### config.mk
export PLATFORM = sky130hd
export DESIGN_NAME = sliding_window_min_max_avg_core
export DESIGN_NICKNAME = d
export VERILOG_FILES = /design/src/rtl/swmma_pkg.sv /design/src/rtl/swmma_ram.sv /design/src/rtl/swmma_div.sv /design/src/rtl/sliding_window_min_max_avg_core.sv
export SDC_FILE = /design/constraint.sdc
export NUM_CORES = 2
export LEC_CHECK = 0
export BUFFER_PORTS_ARGS = -buffer_cell sky130_fd_sc_hd__buf_2
export CORE_ASPECT_RATIO = 0.6
export CORE_MARGIN = 2
export CORE_UTILIZATION = 60
export DETAILED_ROUTE_END_ITERATION = 8
export PLACE_DENSITY_LB_ADDON = 0.05
export SETUP_SLACK_MARGIN = 0.3
export SLEW_MARGIN = 20
export SYNTH_ARGS = -nofsm -noshare
export SYNTH_HDL_FRONTEND = slang
export SYNTH_HIERARCHICAL = 1
export SYNTH_SLANG_ARGS = --single-unit
### constraint.sdc
create_clock -name aclk -period 31 [get_ports aclk]
set_input_delay 0 -clock aclk [delete_from_list [all_inputs] [get_ports aclk]]
set_output_delay 0 -clock aclk [all_outputs]
set_load 0.02 [all_outputs]
### src/rtl/swmma_pkg.sv
// Shared types and constants for the sliding window min/max/mean core.
// No dependencies; imported by swmma_div and the top-level core.
`default_nettype none

package swmma_pkg;

    localparam int SAMPLE_W   = 24;
    localparam int WINDOW_DEF = 64;

    typedef enum logic [1:0] {
        ST_CLEAR,
        ST_IDLE,
        ST_OLD,
        ST_SCAN
    } swmma_state_t;

endpackage : swmma_pkg

`default_nettype wire

### src/rtl/swmma_ram.sv
// Generic simple dual-port RAM: one write port, one registered read port.
// No dependencies.
`default_nettype none

module swmma_ram #(
    parameter int WIDTH  = 24,
    parameter int DEPTH  = 64,
    parameter int ADDR_W = (DEPTH > 1) ? $clog2(DEPTH) : 1
) (
    input  wire logic              clk,
    input  wire logic              we,
    input  wire logic [ADDR_W-1:0] waddr,
    input  wire logic [WIDTH-1:0]  wdata,
    input  wire logic              re,
    input  wire logic [ADDR_W-1:0] raddr,
    output logic      [WIDTH-1:0]  rdata
);

    logic [WIDTH-1:0] mem [DEPTH];
    logic [WIDTH-1:0] rdata_reg;

    always_ff @(posedge clk) begin
        if (we) begin
            mem[waddr] <= wdata;
        end
        if (re) begin
            rdata_reg <= mem[raddr];
        end
    end

    assign rdata = rdata_reg;

endmodule : swmma_ram

`default_nettype wire

### src/rtl/swmma_div.sv
// Reciprocal-multiply divider of the running sum by the constant window size.
// Depends on swmma_pkg for the sample width.
`default_nettype none

module swmma_div
    import swmma_pkg::*;
#(
    parameter int WINDOW = WINDOW_DEF,
    parameter int SUM_W  = SAMPLE_W + $clog2(WINDOW)
) (
    input  wire logic                aclk,
    input  wire logic                aresetn,
    input  wire logic                start,
    input  wire logic [SUM_W-1:0]    dividend,
    output logic                     busy,
    output logic      [SAMPLE_W-1:0] quotient
);

    // floor(sum / WINDOW) equals floor(sum * RECIP / 2^SHIFT) for every sum below
    // 2^SUM_W, with RECIP = ceil(2^SHIFT / WINDOW). Multiply by RECIP one digit per
    // cycle, top digit first, and accumulate Horner style.
    localparam int SHIFT = SUM_W + $clog2(WINDOW);
    localparam int DIG_W = 16;
    localparam int NDIG  = (SUM_W + DIG_W) / DIG_W;
    localparam int RCP_W = NDIG * DIG_W;
    localparam int ACC_W = SUM_W + RCP_W;
    localparam int PRD_W = SUM_W + DIG_W;
    localparam int CNT_W = $clog2(NDIG + 1);
    localparam logic [63:0] RECIP_WIDE =
        ((64'd1 << SHIFT) + 64'(WINDOW) - 64'd1) / 64'(WINDOW);
    localparam logic [RCP_W-1:0] RECIP = RCP_W'(RECIP_WIDE);
    localparam logic [CNT_W-1:0] STEPS = CNT_W'(NDIG);

    logic             busy_reg, busy_next;
    logic [CNT_W-1:0] cnt_reg, cnt_next;
    logic [SUM_W-1:0] dvd_reg, dvd_next;
    logic [RCP_W-1:0] rcp_reg, rcp_next;
    logic [ACC_W-1:0] acc_reg, acc_next;
    logic [PRD_W-1:0] partial;

    always_comb begin
        partial   = PRD_W'(dvd_reg) * PRD_W'(rcp_reg[RCP_W-1 -: DIG_W]);
        busy_next = busy_reg;
        cnt_next  = cnt_reg;
        dvd_next  = dvd_reg;
        rcp_next  = rcp_reg;
        acc_next  = acc_reg;
        if (start) begin
            busy_next = 1'b1;
            cnt_next  = STEPS;
            dvd_next  = dividend;
            rcp_next  = RECIP;
            acc_next  = '0;
        end else if (busy_reg) begin
            // Fold in the next reciprocal digit.
            acc_next = (acc_reg << DIG_W) + ACC_W'(partial);
            rcp_next = rcp_reg << DIG_W;
            cnt_next = cnt_reg - 1'b1;
            if (cnt_reg == CNT_W'(1)) begin
                busy_next = 1'b0;
            end
        end
    end

    always_ff @(posedge aclk) begin
        if (!aresetn) begin
            busy_reg <= 1'b0;
            cnt_reg  <= '0;
        end else begin
            busy_reg <= busy_next;
            cnt_reg  <= cnt_next;
        end
        dvd_reg <= dvd_next;
        rcp_reg <= rcp_next;
        acc_reg <= acc_next;
    end

    assign busy     = busy_reg;
    assign quotient = acc_reg[SHIFT +: SAMPLE_W];

endmodule : swmma_div

`default_nettype wire

### src/rtl/sliding_window_min_max_avg_core.sv
// Sliding window min/max/mean core: top level with ring control and scan.
// Depends on swmma_pkg, swmma_ram and swmma_div.
`default_nettype none

// Each input beat carries one unsigned Q16.8 time sample. The sample overwrites
// the ring entry at the write pointer (which then wraps over WINDOW entries), and
// one result beat reports the minimum, maximum and truncated mean over all WINDOW
// entries together with the sample just written. Entries never written since
// reset count as zero. After reset the block runs a clearing pass, zeroing one
// ring entry per cycle, with s_ready held low. Each item then goes through these
// steps: the idle state reads the old entry, the old-entry state writes the new
// sample and updates a running sum, and the scan state reads all WINDOW entries
// through the single read port of the ring RAM to find min and max, takes in the
// last read, and publishes into the output register. The mean comes from
// a reciprocal-multiply divider of the running sum that runs alongside the scan,
// one 16-bit digit per cycle, and the result is published only once both the
// divider and the scan have finished. The next item is taken once the result is
// in the output register, even while that result still waits for m_ready; a
// result still waiting when the next scan ends holds that item until it leaves.
module sliding_window_min_max_avg_core
    import swmma_pkg::*;
#(
    parameter int WINDOW = WINDOW_DEF
) (
    input  wire logic                aclk,
    input  wire logic                aresetn,
    input  wire logic                s_valid,
    output logic                     s_ready,
    input  wire logic [SAMPLE_W-1:0] s_sample_ms,
    output logic                     m_valid,
    input  wire logic                m_ready,
    output logic      [SAMPLE_W-1:0] m_window_min,
    output logic      [SAMPLE_W-1:0] m_window_max,
    output logic      [SAMPLE_W-1:0] m_window_mean,
    output logic      [SAMPLE_W-1:0] m_latest_sample
);

    localparam int ADDR_W = (WINDOW > 1) ? $clog2(WINDOW) : 1;
    localparam int CNT_W  = $clog2(WINDOW + 1);
    localparam int SUM_W  = SAMPLE_W + $clog2(WINDOW);
    localparam logic [ADDR_W-1:0] LAST_SLOT = ADDR_W'(WINDOW - 1);
    localparam logic [CNT_W-1:0]  SCAN_END  = CNT_W'(WINDOW);

    // State and control registers
    swmma_state_t      state_reg, state_next;
    logic [ADDR_W-1:0] wr_ptr_reg, wr_ptr_next;
    logic [ADDR_W-1:0] clr_cnt_reg, clr_cnt_next;
    logic [CNT_W-1:0]  scan_cnt_reg, scan_cnt_next;
    logic              rd_pend_reg, rd_pend_next;
    logic [SUM_W-1:0]  sum_reg, sum_next;
    logic              m_valid_reg, m_valid_next;

    // Datapath registers
    logic [SAMPLE_W-1:0] sample_reg, sample_next;
    logic [SAMPLE_W-1:0] min_reg, min_next;
    logic [SAMPLE_W-1:0] max_reg, max_next;
    logic [SAMPLE_W-1:0] out_min_reg, out_min_next;
    logic [SAMPLE_W-1:0] out_max_reg, out_max_next;
    logic [SAMPLE_W-1:0] out_mean_reg, out_mean_next;
    logic [SAMPLE_W-1:0] out_latest_reg, out_latest_next;

    // Ring RAM port signals
    logic                ram_we;
    logic [ADDR_W-1:0]   ram_waddr;
    logic [SAMPLE_W-1:0] ram_wdata;
    logic                ram_re;
    logic [ADDR_W-1:0]   ram_raddr;
    logic [SAMPLE_W-1:0] ram_rdata;

    // Divider
    logic                div_start;
    logic                div_busy;
    logic [SAMPLE_W-1:0] div_quotient;

    logic s_accept;
    logic out_free;
    logic scan_done;

    swmma_ram #(
        .WIDTH (SAMPLE_W),
        .DEPTH (WINDOW),
        .ADDR_W(ADDR_W)
    ) u_ring (
        .clk  (aclk),
        .we   (ram_we),
        .waddr(ram_waddr),
        .wdata(ram_wdata),
        .re   (ram_re),
        .raddr(ram_raddr),
        .rdata(ram_rdata)
    );

    swmma_div #(
        .WINDOW(WINDOW),
        .SUM_W (SUM_W)
    ) u_div (
        .aclk    (aclk),
        .aresetn (aresetn),
        .start   (div_start),
        .dividend(sum_next),
        .busy    (div_busy),
        .quotient(div_quotient)
    );

    assign s_ready   = (state_reg == ST_IDLE);
    assign s_accept  = s_valid && s_ready;
    assign out_free  = !m_valid_reg || m_ready;
    assign scan_done = (scan_cnt_reg == SCAN_END) && !rd_pend_reg && !div_busy;

    always_comb begin
        state_next      = state_reg;
        wr_ptr_next     = wr_ptr_reg;
        clr_cnt_next    = clr_cnt_reg;
        scan_cnt_next   = scan_cnt_reg;
        rd_pend_next    = 1'b0;
        sum_next        = sum_reg;
        m_valid_next    = m_valid_reg && !m_ready;
        sample_next     = sample_reg;
        min_next        = min_reg;
        max_next        = max_reg;
        out_min_next    = out_min_reg;
        out_max_next    = out_max_reg;
        out_mean_next   = out_mean_reg;
        out_latest_next = out_latest_reg;
        ram_we          = 1'b0;
        ram_waddr       = wr_ptr_reg;
        ram_wdata       = sample_reg;
        ram_re          = 1'b0;
        ram_raddr       = wr_ptr_reg;
        div_start       = 1'b0;

        case (state_reg)
            ST_CLEAR: begin
                // Zero one ring entry per cycle.
                ram_we    = 1'b1;
                ram_waddr = clr_cnt_reg;
                ram_wdata = '0;
                clr_cnt_next = clr_cnt_reg + 1'b1;
                if (clr_cnt_reg == LAST_SLOT) begin
                    state_next = ST_IDLE;
                end
            end
            ST_IDLE: begin
                if (s_accept) begin
                    // Fetch the entry about to be overwritten.
                    sample_next = s_sample_ms;
                    ram_re      = 1'b1;
                    ram_raddr   = wr_ptr_reg;
                    state_next  = ST_OLD;
                end
            end
            ST_OLD: begin
                // Swap the old entry out of the running sum and write the sample.
                sum_next  = sum_reg - SUM_W'(ram_rdata) + SUM_W'(sample_reg);
                ram_we    = 1'b1;
                div_start = 1'b1;
                wr_ptr_next   = (wr_ptr_reg == LAST_SLOT) ? '0 : wr_ptr_reg + 1'b1;
                scan_cnt_next = '0;
                min_next      = '1;
                max_next      = '0;
                state_next    = ST_SCAN;
            end
            ST_SCAN: begin
                if (scan_cnt_reg != SCAN_END) begin
                    ram_re        = 1'b1;
                    ram_raddr     = scan_cnt_reg[ADDR_W-1:0];
                    scan_cnt_next = scan_cnt_reg + 1'b1;
                    rd_pend_next  = 1'b1;
                end
                if (rd_pend_reg) begin
                    if (ram_rdata < min_reg) begin
                        min_next = ram_rdata;
                    end
                    if (ram_rdata > max_reg) begin
                        max_next = ram_rdata;
                    end
                end
                // Publish once scan and divide finish and the output slot is free.
                if (scan_done && out_free) begin
                    out_min_next    = min_reg;
                    out_max_next    = max_reg;
                    out_mean_next   = div_quotient;
                    out_latest_next = sample_reg;
                    m_valid_next    = 1'b1;
                    state_next      = ST_IDLE;
                end
            end
            default: begin
                state_next = ST_IDLE;
            end
        endcase
    end

    always_ff @(posedge aclk) begin
        if (!aresetn) begin
            state_reg    <= ST_CLEAR;
            wr_ptr_reg   <= '0;
            clr_cnt_reg  <= '0;
            scan_cnt_reg <= '0;
            rd_pend_reg  <= 1'b0;
            sum_reg      <= '0;
            m_valid_reg  <= 1'b0;
        end else begin
            state_reg    <= state_next;
            wr_ptr_reg   <= wr_ptr_next;
            clr_cnt_reg  <= clr_cnt_next;
            scan_cnt_reg <= scan_cnt_next;
            rd_pend_reg  <= rd_pend_next;
            sum_reg      <= sum_next;
            m_valid_reg  <= m_valid_next;
        end
        sample_reg     <= sample_next;
        min_reg        <= min_next;
        max_reg        <= max_next;
        out_min_reg    <= out_min_next;
        out_max_reg    <= out_max_next;
        out_mean_reg   <= out_mean_next;
        out_latest_reg <= out_latest_next;
    end

    assign m_valid         = m_valid_reg;
    assign m_window_min    = out_min_reg;
    assign m_window_max    = out_max_reg;
    assign m_window_mean   = out_mean_reg;
    assign m_latest_sample = out_latest_reg;

    // The sample just written lies inside the window, so it is bounded by min and max.
    assert property (@(posedge aclk) disable iff (!aresetn)
        m_valid_reg |-> (out_min_reg <= out_latest_reg) && (out_latest_reg <= out_max_reg))
        else $error("latest sample outside reported min/max");

    // The mean of the window always lies between its min and max.
    assert property (@(posedge aclk) disable iff (!aresetn)
        m_valid_reg |-> (out_min_reg <= out_mean_reg) && (out_mean_reg <= out_max_reg))
        else $error("mean outside reported min/max");

    // A new beat is never taken while the divider still works on the previous one.
    assert property (@(posedge aclk) disable iff (!aresetn)
        s_accept |-> !div_busy)
        else $error("input beat accepted while divider busy");

    // A result is published only from the scan state.
    assert property (@(posedge aclk) disable iff (!aresetn)
        $rose(m_valid_reg) |-> ($past(state_reg) == ST_SCAN))
        else $error("result published outside the scan");

endmodule : sliding_window_min_max_avg_core

`default_nettype wire
==> impl_metrics.json <==
{
  "yosysUniqueCellTypes": 80,
  "start_util_pct": 60.46,
  "fin_skew_ns": 0.03030,
  "synth_compound_gate_area_share_pct": 4.472,
  "clk_pin_slew_ns": 0.07,
  "syn_inst": 4036,
  "io_buffers": 125,
  "area_growth_pct": 11.89,
  "totalWireLength_mm": 205.8,
  "ios": 126,
  "vias": 40500,
  "wire_per_inst_um": 33.58,
  "synth_top_area_share_pct": 70.42,
  "ir_drop_mv": 0.05234,
  "yosysMostFrequentCell": "edfxtp_1",
  "crit_path_end_kind": "flop",
  "fin_tns_setup_ns": 0,
  "core_mm2": 0.1240,
  "synth_edf_count": 1758,
  "power_density_mw_per_mm2": 57.96,
  "reg2reg_to": "u_ring/rdata[5]",
  "dieArea_mm2": 0.1279,
  "drive_above_1_share_pct": 23.99,
  "hold_path_class": "input port to flop",
  "num_rows": 100,
  "insertion_delay_ns": 0.80,
  "period_minus_slack_ns": 6.952,
  "post_cts_buffers": 0,
  "yosysTopAreaCell": "edfxtp_1",
  "startpoint": "scan_cnt_reg[0]",
  "htree_num_levels": 4,
  "arrival_ns": 7.50,
  "critPathKind": "flop to flop",
  "antenna_found_initial": 12,
  "fmax_ghz": 0.1438,
  "leakagePower_uw": 0.02440,
  "synth.area.top_cells": "edfxtp_1 (70%), mux4_2 (11%), dfxtp_1 (2.8%)",
  "hpwl_mm": 129.9,
  "clockBufferDepth": 3,
  "yosys_warnings": 6,
  "hold_path.startpoint": "s_valid",
  "first_iter_violations": 6799,
  "required_ns": 31.55,
  "setup_violations": 0,
  "yosys.area_share.adder_pct": 2.353,
  "drv_slew": 0,
  "start_kind": "flop",
  "drc": 0,
  "final_nets": 4455,
  "cts_tree": "done",
  "grt_start_max_net_pins": 87,
  "synth_top_family_by_area": "multiplexers",
  "dp_slack_ns": 23.98,
  "rr_startpoint": "scan_cnt_reg[0]",
  "clk_root_buffer_cell": "clkbuf_16",
  "hold_end": "state_reg[0]",
  "rsz0062_at_grt": "false",
  "status": "finished clean",
  "muxShareOfSynthArea_pct": 13.22,
  "dr.pass1.iters": 6,
  "drtAntennaViolNets": 0,
  "cts_hold_buffers": 52,
  "reg2regPathDepth": 15,
  "netlist_area_mm2": 0.07496,
  "grt_pass1_vias": 38230,
  "worst_slack_ns": 24.05,
  "syn_nets": 4190,
  "hold_violations": 0,
  "synthXorXnorAreaFrac_pct": 0.5258,
  "routabilityCongestion": 0.9290,
  "min_period_over_period_pct": 22.43,
  "largest_reg_flops": 1536,
  "synth_common_cells": "edfxtp_1 (1758), mux4_2 (355), nor2_1 (208)",
  "critPathMaxFanout": 44,
  "synth.yosys.seq_area_share_pct": 73.17,
  "max_cap_violations": 0,
  "track_usage_pct": 32.62,
  "via_per_inst": 6.607,
  "cts_num_sinks": 1861,
  "grt-ovfl-total": 0,
  "fp.dieW_um": 460.3,
  "worst_slew_pin_slew_ns": 1.217,
  "relSlewSlack_pct": 16.52,
  "ctsResizeCount": 0,
  "synth-simple-area-share_pct": 3.916,
  "ys_async_sr_fraction_pct": 0,
  "dominantRegCellSynth": "edfxtp_1",
  "cts-buffers-inserted": 165,
  "grt_first_pass_wirelength_mm": 289.3,
  "ys_ff_latch": 1861,
  "postSynthAreaPerCell_um2": 18.57,
  "finalPower_uw": 4861,
  "hold_depth": 5,
  "reg2reg_setup_slack_ns": 24.05,
  "die_h_um": 277.8
}
[worst max-delay path by stage]
| stage | endpoint | slack, ns |
|---|---|---|
| 3_3_place_gp | u_ring/rdata[13] | 24.02 |
| 5_1_grt | u_ring/rdata[2] | 23.48 |
| 6_report | u_ring/rdata[5] | 24.05 |
| 3_5_place_dp | u_ring/rdata[13] | 23.98 |
| 2_1_floorplan | m_latest_sample[0] | 19.98 |
| 4_1_cts | u_ring/rdata[13] | 23.90 |
[layout make-up]
type / instances / area (µm²)
Sequential cell: 1861 / 54850
Inverter: 165 / 619.3
Antenna cell: 8 / 20.02
Fill cell: 8075 / 40120
Clock buffer: 212 / 4472
Timing Repair Buffer: 310 / 2181
Tap cell: 1683 / 2106
Multi-Input combinational cell: 1798 / 18830
Clock inverter: 93 / 790.8
[power by group]
part / internal [µW] / switching [µW] / total, µW
Sequential: 2740 / 6.11 / 2740
Combinational: 27.9 / 59.6 / 87.5
Clock: 1110 / 914 / 2030
[per-layer routing]
| metal | share of wire [%] | track usage [%] | wire length [µm] |
|---|---|---|---|
| met1 | 42 | 52.35 | 85740 |
| met2 | 39 | 40.41 | 80160 |
| met3 | 18 | 15.46 | 36690 |
| met4 | 1.5 | 6.183 | 3144 |
| met5 | 0.045 | 0 | 92 |
[metrics by stage]
| stage | hold slack (ns) | cell area (µm²) | std cells | utilization [%] |
|---|---|---|---|---|
| 5_1_grt | 0.3476 | 83860 | 6123 | 67.63 |
| 3_3_place_gp | 0.1765 | 77980 | 5761 | 62.89 |
| 4_1_cts | 0.2504 | 83780 | 6121 | 67.57 |
| 3_5_place_dp | 0.1781 | 78000 | 5764 | 62.91 |
| 2_1_floorplan | 0.09887 | 74960 | 4036 | - |
| 6_report | 0.3117 | 83880 | 6130 | 67.64 |
[critical path: stages, from the launching register on]
cell and delay [ns]:
dfxtp_1 0.35, inv_1 0.15, ha_1 0.17, nor4b_1 0.24
nand3b_1 0.19, nand2_1 0.48, nand2_1 0.19, o21ai_4 0.08
buf_4 0.65, buf_4 0.84, buf_4 0.81, buf_4 0.77
mux4_2 0.59, a22oi_1 0.72, a31oi_1 0.18, o21a_1 0.16
[cell usage in the layout (no fill, tap or decap), types with 20 or more instances in the layout]
cell / n
xor2_1: 22
o21a_1: 26
o22ai_1: 55
clkbuf_16: 170
mux4_2: 355
nor2_1: 118
nand3_1: 40
o21ai_0: 43
a22oi_1: 48
dfxtp_1: 102
nor2_4: 24
nor2_2: 66
buf_2: 125
mux2_2: 64
dlygate4sd3_1: 52
inv_1: 161
clkinv_1: 33
mux2i_1: 112
a221oi_1: 53
a21o_1: 36
xnor2_1: 23
and3_1: 27
nand2b_1: 39
fa_1: 25
ha_1: 98
nand2_1: 125
clkbuf_1: 36
nand4_1: 23
clkinv_2: 33
and2_1: 63
a21oi_1: 93
buf_4: 130
edfxtp_1: 1758
a31oi_1: 20
[logic make-up after synthesis]
| logic type | after synthesis |
|---|---|
| compound gates | 484 |
| xor+xnor | 45 |
| fa+ha+maj | 126 |
| buf+inv | 377 |
| flops | 1861 |
| mux | 538 |
| simple gates | 605 |
Power figures use the tool's default switching activity.
